### config.mk
export PLATFORM = sky130hd
export DESIGN_NAME = strided_slice_address_generator
export DESIGN_NICKNAME = d
export VERILOG_FILES = /design/src/ssag_pkg.sv /design/src/ssag_ctrl.sv /design/src/ssag_datapath.sv /design/src/strided_slice_address_generator.sv
export SDC_FILE = /design/constraint.sdc
export NUM_CORES = 2
export LEC_CHECK = 0
export BUFFER_PORTS_ARGS = -buffer_cell sky130_fd_sc_hd__buf_2
export CORE_ASPECT_RATIO = 1.2
export CORE_UTILIZATION = 55
export DETAILED_ROUTE_END_ITERATION = 8
export HOLD_SLACK_MARGIN = 0.12
export PLACE_DENSITY = 0.75
export SLEW_MARGIN = 20
export SYNTH_ARGS = -nofsm -noshare
export SYNTH_HDL_FRONTEND = slang
export SYNTH_SLANG_ARGS = --single-unit
### constraint.sdc
create_clock -name clk -period 6.93 [get_ports clk]
set_input_delay 1.0395 -clock clk [delete_from_list [all_inputs] [get_ports clk]]
set_output_delay 1.0395 -clock clk [all_outputs]
set_load 0.05 [all_outputs]
### src/ssag_pkg.sv
// ----------------------------------------------------------------------------
// ssag_pkg
// Shared constants and types of the strided slice address generator.
// ----------------------------------------------------------------------------
package ssag_pkg;

    localparam int SLOT_BITS         = 16;
    localparam int DIMS_DEFAULT      = 4;
    localparam int SIZE_BITS_DEFAULT = 16;
    localparam int CFG_INDEX_BITS    = 8;
    localparam int CFG_DATA_BITS     = 64;
    localparam int ADDR_BITS         = 32;

    typedef logic [CFG_INDEX_BITS-1:0] cfg_index_t;

    localparam cfg_index_t REG_SLICE_BEGINS  = cfg_index_t'(0);
    localparam cfg_index_t REG_SLICE_STRIDES = cfg_index_t'(1);
    localparam cfg_index_t REG_OUTPUT_SIZES  = cfg_index_t'(2);
    localparam cfg_index_t REG_INPUT_SIZES   = cfg_index_t'(3);

    // Commands from the controller to the datapath
    typedef struct packed {
        logic accept;    // input word taken this cycle
        logic coord_en;  // register coordinate and extent of the current step
        logic acc_en;    // fold the registered coordinate into the offset
        logic finish;    // load the result word, advance the counters
    } ssag_cmd_t;

endpackage

### src/ssag_ctrl.sv
// ----------------------------------------------------------------------------
// ssag_ctrl
// Sequencer: takes a request, walks the dimensions, hands off the result.
// ----------------------------------------------------------------------------
module ssag_ctrl
    import ssag_pkg::*;
#(
    parameter int DIMS       = DIMS_DEFAULT,
    parameter int STEP_BITS  = $clog2(DIMS + 1)
)
(
    input  logic                 clk,
    input  logic                 rst_n,
    input  logic                 in_valid,
    output logic                 in_ready,
    output logic                 out_valid,
    input  logic                 out_ready,
    output ssag_cmd_t            cmd,
    output logic [STEP_BITS-1:0] step
);

    typedef enum logic [1:0] {
        ST_IDLE,
        ST_CALC,
        ST_WAIT
    } state_t;

    localparam logic [STEP_BITS-1:0] LAST_STEP = STEP_BITS'(DIMS);

    state_t               state_reg, state_next;
    logic [STEP_BITS-1:0] step_reg, step_next;
    logic                 out_valid_reg, out_valid_next;
    logic                 can_load;

    assign can_load = !out_valid_reg || out_ready;

    always_comb
    begin
        state_next     = state_reg;
        step_next      = step_reg;
        out_valid_next = out_valid_reg;
        cmd            = '0;
        in_ready       = 1'b0;
        if (out_valid_reg && out_ready)
        begin
            out_valid_next = 1'b0;
        end
        unique case (state_reg)
            ST_IDLE:
            begin
                in_ready = 1'b1;
                if (in_valid)
                begin
                    cmd.accept = 1'b1;
                    step_next  = '0;
                    state_next = ST_CALC;
                end
            end
            ST_CALC:
            begin
                cmd.coord_en = (step_reg != LAST_STEP);
                cmd.acc_en   = (step_reg != '0);
                step_next    = step_reg + 1'b1;
                if (step_reg == LAST_STEP)
                begin
                    state_next = ST_WAIT;
                end
            end
            ST_WAIT:
            begin
                if (can_load)
                begin
                    cmd.finish     = 1'b1;
                    out_valid_next = 1'b1;
                    state_next     = ST_IDLE;
                end
            end
            default:
            begin
                state_next = ST_IDLE;
            end
        endcase
    end

    always_ff @(posedge clk or negedge rst_n)
    begin
        if (!rst_n)
        begin
            state_reg     <= ST_IDLE;
            step_reg      <= '0;
            out_valid_reg <= 1'b0;
        end
        else
        begin
            state_reg     <= state_next;
            step_reg      <= step_next;
            out_valid_reg <= out_valid_next;
        end
    end

    assign out_valid = out_valid_reg;
    assign step      = step_reg;

endmodule

### src/ssag_datapath.sv
// ----------------------------------------------------------------------------
// ssag_datapath
// Configuration registers, coordinate counters, offset accumulator, result.
// ----------------------------------------------------------------------------
module ssag_datapath
    import ssag_pkg::*;
#(
    parameter int DIMS      = DIMS_DEFAULT,
    parameter int SIZE_BITS = SIZE_BITS_DEFAULT,
    parameter int STEP_BITS = $clog2(DIMS + 1)
)
(
    input  logic                     clk,
    input  logic                     rst_n,
    input  logic                     cfg_valid,
    input  cfg_index_t               cfg_index,
    input  logic [CFG_DATA_BITS-1:0] cfg_data,
    input  logic                     restart,
    input  ssag_cmd_t                cmd,
    input  logic [STEP_BITS-1:0]     step,
    output logic [ADDR_BITS-1:0]     dest_index,
    output logic [ADDR_BITS-1:0]     source_offset,
    output logic                     last
);

    localparam int DIM_IDX_BITS = (DIMS > 1) ? $clog2(DIMS) : 1;

    logic [CFG_DATA_BITS-1:0] begins_reg, strides_reg, out_sizes_reg, in_sizes_reg;

    logic [SLOT_BITS-1:0] begin_slot [DIMS];
    logic [SLOT_BITS-1:0] stride_slot [DIMS];
    logic [SLOT_BITS-1:0] out_ext [DIMS];
    logic [SLOT_BITS-1:0] in_ext [DIMS];

    logic [SLOT_BITS-1:0] cnt_reg [DIMS];
    logic [SLOT_BITS-1:0] cnt_next [DIMS];
    logic [DIMS-1:0]      at_end;
    logic [DIMS:0]        carry;
    logic [ADDR_BITS-1:0] lin_reg;
    logic                 last_w;

    logic [ADDR_BITS-1:0] coord_reg, acc_reg, ext_reg;
    logic [ADDR_BITS-1:0] dest_reg, src_reg;
    logic                 last_reg;

    logic [DIM_IDX_BITS-1:0] dim;
    logic [ADDR_BITS-1:0]    stride_w, coord_w;

    // Configuration writes; unknown indexes are dropped
    always_ff @(posedge clk or negedge rst_n)
    begin
        if (!rst_n)
        begin
            begins_reg    <= '0;
            strides_reg   <= '0;
            out_sizes_reg <= '0;
            in_sizes_reg  <= '0;
        end
        else if (cfg_valid)
        begin
            unique case (cfg_index)
                REG_SLICE_BEGINS:  begins_reg    <= cfg_data;
                REG_SLICE_STRIDES: strides_reg   <= cfg_data;
                REG_OUTPUT_SIZES:  out_sizes_reg <= cfg_data;
                REG_INPUT_SIZES:   in_sizes_reg  <= cfg_data;
                default:           ;
            endcase
        end
    end

    always_comb
    begin
        for (int d = 0; d < DIMS; d++)
        begin
            begin_slot[d]  = begins_reg[SLOT_BITS*d +: SLOT_BITS];
            stride_slot[d] = strides_reg[SLOT_BITS*d +: SLOT_BITS];
            out_ext[d]     = SLOT_BITS'(out_sizes_reg[SLOT_BITS*d +: SIZE_BITS]);
            in_ext[d]      = SLOT_BITS'(in_sizes_reg[SLOT_BITS*d +: SIZE_BITS]);
            at_end[d]      = ({1'b0, cnt_reg[d]} + 1'b1) >= {1'b0, out_ext[d]};
        end
    end

    // Carry ripples from the innermost dimension outward
    always_comb
    begin
        carry[DIMS] = 1'b1;
        for (int d = DIMS - 1; d >= 0; d--)
        begin
            carry[d] = carry[d+1] && at_end[d];
        end
        last_w = carry[0];
        for (int d = 0; d < DIMS; d++)
        begin
            if (!carry[d+1])
            begin
                cnt_next[d] = cnt_reg[d];
            end
            else if (at_end[d])
            begin
                cnt_next[d] = '0;
            end
            else
            begin
                cnt_next[d] = cnt_reg[d] + 1'b1;
            end
        end
    end

    always_ff @(posedge clk or negedge rst_n)
    begin
        if (!rst_n)
        begin
            for (int d = 0; d < DIMS; d++)
            begin
                cnt_reg[d] <= '0;
            end
            lin_reg <= '0;
        end
        else if (cmd.accept && restart)
        begin
            for (int d = 0; d < DIMS; d++)
            begin
                cnt_reg[d] <= '0;
            end
            lin_reg <= '0;
        end
        else if (cmd.finish)
        begin
            for (int d = 0; d < DIMS; d++)
            begin
                cnt_reg[d] <= cnt_next[d];
            end
            lin_reg <= last_w ? '0 : lin_reg + 1'b1;
        end
    end

    // One dimension per step: coordinate, then fold into the offset
    assign dim      = step[DIM_IDX_BITS-1:0];
    assign stride_w = ADDR_BITS'(signed'(stride_slot[dim]));
    assign coord_w  = ADDR_BITS'(ADDR_BITS'(cnt_reg[dim]) * stride_w)
                    + ADDR_BITS'(begin_slot[dim]);

    always_ff @(posedge clk)
    begin
        if (cmd.coord_en)
        begin
            coord_reg <= coord_w;
            ext_reg   <= ADDR_BITS'(in_ext[dim]);
        end
        if (cmd.accept)
        begin
            acc_reg <= '0;
        end
        else if (cmd.acc_en)
        begin
            acc_reg <= ADDR_BITS'(acc_reg * ext_reg) + coord_reg;
        end
        if (cmd.finish)
        begin
            dest_reg <= lin_reg;
            src_reg  <= acc_reg;
            last_reg <= last_w;
        end
    end

    assign dest_index    = dest_reg;
    assign source_offset = src_reg;
    assign last          = last_reg;

endmodule

### src/strided_slice_address_generator.sv
// ----------------------------------------------------------------------------
// strided_slice_address_generator
// Gather-address generator for a strided tensor slice of up to DIMS dims.
// ----------------------------------------------------------------------------
//
//   channel | direction | handshake            | payload
//   --------+-----------+----------------------+-------------------------------
//   cfg     | in        | cfg_valid/cfg_ready  | cfg_index, cfg_data
//   in      | in        | in_valid/in_ready    | restart
//   out     | out       | out_valid/out_ready  | dest_index, source_offset, last
//
// Each request word is accepted, walked through the shared coordinate
// multiplier and offset multiply-add (one dimension per cycle, each
// coordinate registered before the accumulate folds it in) and loaded into
// the output register before the next one is accepted. A request may be
// accepted while the previous result word still waits in the output
// register; the block holds in the load cycle until that word is taken.
// Reset clears the configuration registers, counters and valid flag;
// configuration writes are taken every cycle.
//
module strided_slice_address_generator
    import ssag_pkg::*;
#(
    parameter int DIMS      = DIMS_DEFAULT,
    parameter int SIZE_BITS = SIZE_BITS_DEFAULT
)
(
    input  logic                     clk,
    input  logic                     rst_n,
    // configuration write channel
    input  logic                     cfg_valid,
    output logic                     cfg_ready,
    input  cfg_index_t               cfg_index,
    input  logic [CFG_DATA_BITS-1:0] cfg_data,
    // request channel
    input  logic                     in_valid,
    output logic                     in_ready,
    input  logic                     restart,
    // result channel
    output logic                     out_valid,
    input  logic                     out_ready,
    output logic [ADDR_BITS-1:0]     dest_index,
    output logic [ADDR_BITS-1:0]     source_offset,
    output logic                     last
);

    localparam int STEP_BITS = $clog2(DIMS + 1);

    ssag_cmd_t            cmd;
    logic [STEP_BITS-1:0] step;

    // Configuration never stalls
    assign cfg_ready = 1'b1;

    // Sequence the dimension walk and own the result valid flag
    ssag_ctrl #(
        .DIMS      (DIMS),
        .STEP_BITS (STEP_BITS)
    ) u_ctrl (
        .clk       (clk),
        .rst_n     (rst_n),
        .in_valid  (in_valid),
        .in_ready  (in_ready),
        .out_valid (out_valid),
        .out_ready (out_ready),
        .cmd       (cmd),
        .step      (step)
    );

    // Hold configuration and counters, compute the offset, register the result
    ssag_datapath #(
        .DIMS      (DIMS),
        .SIZE_BITS (SIZE_BITS),
        .STEP_BITS (STEP_BITS)
    ) u_datapath (
        .clk           (clk),
        .rst_n         (rst_n),
        .cfg_valid     (cfg_valid),
        .cfg_index     (cfg_index),
        .cfg_data      (cfg_data),
        .restart       (restart),
        .cmd           (cmd),
        .step          (step),
        .dest_index    (dest_index),
        .source_offset (source_offset),
        .last          (last)
    );

endmodule

==> run_results.csv <==
group,metric,value,unit
clocking,cts_tree,"yes",
synthesis,synth.distinct_cells,79,
die,fp-row-count,114,
routing,antenna_left,0,
clocking,cts_sinks,503,
clocking,clkTransAtPathRegs,0.06,ns
timing,finalHoldViolCount,0,
place,gp_congestion,0.9941,
die,pin_count,146,
critical_path,worstSetupEndpointType,"flip-flop",
cells_and_area,fin_cells,5710,
hold_path,hp-class,"input pin to async pin",
routing,drt-initial-drc-count,2155,
timing,drv_slew,0,
clocking,ctsHoldBuffers,0,
critical_path,cpMaxStageDelayCell,"dfrtp_4",
grt,grt_pass1_vias,33910,
cells_and_area,fin_nets,5504,
clocking,cts_max_path_buffers,3,
routing,dr.pass1.iters,8,
job,cap_violations,0,
synthesis,synthArstFlopShare,71.17,%
routing,wirelength,116.4,mm
cells_and_area,syn2layout_area_growth,11.62,%
clocking,cts_buffers,54,
timing,finalSetupViolCount,0,
synthesis,ys_warn_count,0,
synthesis,synthFlopType,"dfrtp_1",
run_status,status,"finished clean",
routing,wl_per_cell,20.38,µm
grt,grt_max_degree,146,
clocking,cts_root_buf,"clkbuf_16",
die,start_util,55.52,%
die,die_area,82360,µm²
grt,grt_pass1_wl,185.9,mm
critical_path,worstSetupStartpointType,"flip-flop",
die,die_x,262.1,µm
routing,vias,32110,
place,portBuffers,144,
critical_path,cp_top_family,"adder cells",
synthesis,yosys-top-cells-area,"fa_1 24%, dfrtp_1 20%, edfxtp_1 7.6%",
timing,tightest_slew,1.080,ns
critical_path,crit_fanout,7,
critical_path,crit_buf_inv,6,
place,dpl.hpwl,92.07,mm
synthesis,syn-mean-instance-area,10.12,µm²
clocking,clk_latency,0.67,ns
place,dp.cells,5592,
timing,grt_setup_unrepaired,"yes",
synthesis,yosysTopAreaCell,"fa_1",
synthesis,synth_seq_area_share,29.09,%
timing,skew,0.08628,ns
routing,drc,0,
synthesis,synth-seq-cells,503,
timing,post-route-min-period,6.759,ns
critical_path,arrival,7.09,ns
timing,fmax,147.9,MHz
grt,antenna_found_initial,7,
grt,grt.total_usage,29.30,%
critical_path,cpPeakStageDelay,0.57,ns
routing,viasPerCell,5.623,
cells_and_area,layout_commonest_cell,"inv_1",
cells_and_area,layout-drive-gt1-share,17.66,%
synthesis,synth_top_area_share,24.38,%
timing,timing.final.crit_share,97.54,%
synthesis,syn_area,44660,µm²
critical_path,required,7.27,ns
die,die_y,314.2,µm
synthesis,synth_edf_count,113,
synthesis,synthCells,4413,
critical_path,cp_common_cell,"fa_1",
clocking,cts-htree-levels,2,
cells_and_area,final_cell_mix,"864 x inv_1, 558 x nand2_1, 541 x fa_1, 356 x dfrtp_1, 285 x mux2_2",
synthesis,synth_nets,5296,
timing,relSlewSlack,27.98,%
die,coreArea,80450,µm²
grt,overflow,0,
critical_path,crit_type,"flip-flop to flip-flop",
timing repair:
item | 4_1_cts | 5_1_grt
gates cloned | 0 | 1
buffers inserted | 0 | 16
pin swaps | 0 | 18
gates resized for setup | 6 | 62
endpoints found under the setup margin | 7 | 14
cell usage after synthesis, drive strengths merged (13+ instances only):
master,count
inv,866
nand2,559
fa,544
dfrtp,358
mux2,286
ha,261
nor2,219
clkbuf,145
o21ai,136
and2,123
edfxtp,113
xnor2,88
a21oi,86
a21o,66
nand3,58
nand2b,40
mux4,39
and3,37
xor2,36
dfxtp,32
buf,31
nor3,29
o21a,29
mux2i,26
a211oi,23
nor2b,20
nand4,18
a32o,15
nor3b,13
metrics by stage:
step | worst slack [ns] | hold slack (ns) | setup TNS, ns | area [µm²] | util, %
2_1_floorplan | 0.0003735 | 0.4064 | 0 | 44690 | -
3_3_place_gp | 0.008493 | 0.4675 | 0 | 47440 | 58.97
3_5_place_dp | -0.03834 | 0.4838 | -0.08670 | 47440 | 58.97
4_1_cts | 0.01250 | 0.3623 | 0 | 49410 | 61.43
5_1_grt | -0.04188 | 0.3924 | -0.1696 | 49850 | 61.97
6_report | 0.1708 | 0.3461 | 0 | 49850 | 61.97
area by class of cell:
type,instances,area (µm²)
Antenna cell,1,2.502
Clock buffer,74,1578
Clock inverter,26,371.6
Fill cell,6552,30590
Inverter,866,3251
Multi-Input combinational cell,2868,27980
Sequential cell,503,13000
Tap cell,1044,1306
Timing Repair Buffer,328,2360
routing by layer:
metal,global-route usage (%),vias to the layer above,part of all wire [%]
met5,0,-,0
met4,13.08,0,4.8
met3,3.196,273,5.2
met2,50.30,1109,51
met1,37.29,16360,39
li1,-,14370,-
logic make-up (layout without fill, tap and decap cells):
logic type | Yosys count | after routing | synth area share, %
flip-flops | 503 | 503 | 29.09
AO/OA/AOI/OAI | 422 | 422 | 6.087
multiplexers | 351 | 351 | 9.760
other | 1 | 2 | 0.008396
XOR/XNOR | 125 | 125 | 2.482
adder cells (fa/ha/maj) | 805 | 805 | 31.69
buffers and inverters | 1042 | 1294 | 8.872
AND/OR/NAND/NOR | 1164 | 1164 | 12.01
path summary, 6_finish.rpt:
check,start,endpoint,slack [ns],cells after the start
worst max-delay path,u_ctrl.step[1],u_datapath.coord_reg[28],0.17,26
worst min-delay path,rst_n,u_datapath.strides_reg[32],0.35,1
worst max register to register,u_ctrl.step[1],u_datapath.coord_reg[28],0.17,26
worst min register to register,u_datapath.acc_reg[31],u_datapath.source_offset[31],0.50,0
max in group asynchronous,rst_n,u_ctrl.step[0],5.29,2
min in group clk,u_datapath.acc_reg[31],u_datapath.source_offset[31],0.50,0
Power is not shown: default switching activity piles up to over one toggle a cycle in this logic, so the estimate is an artifact.
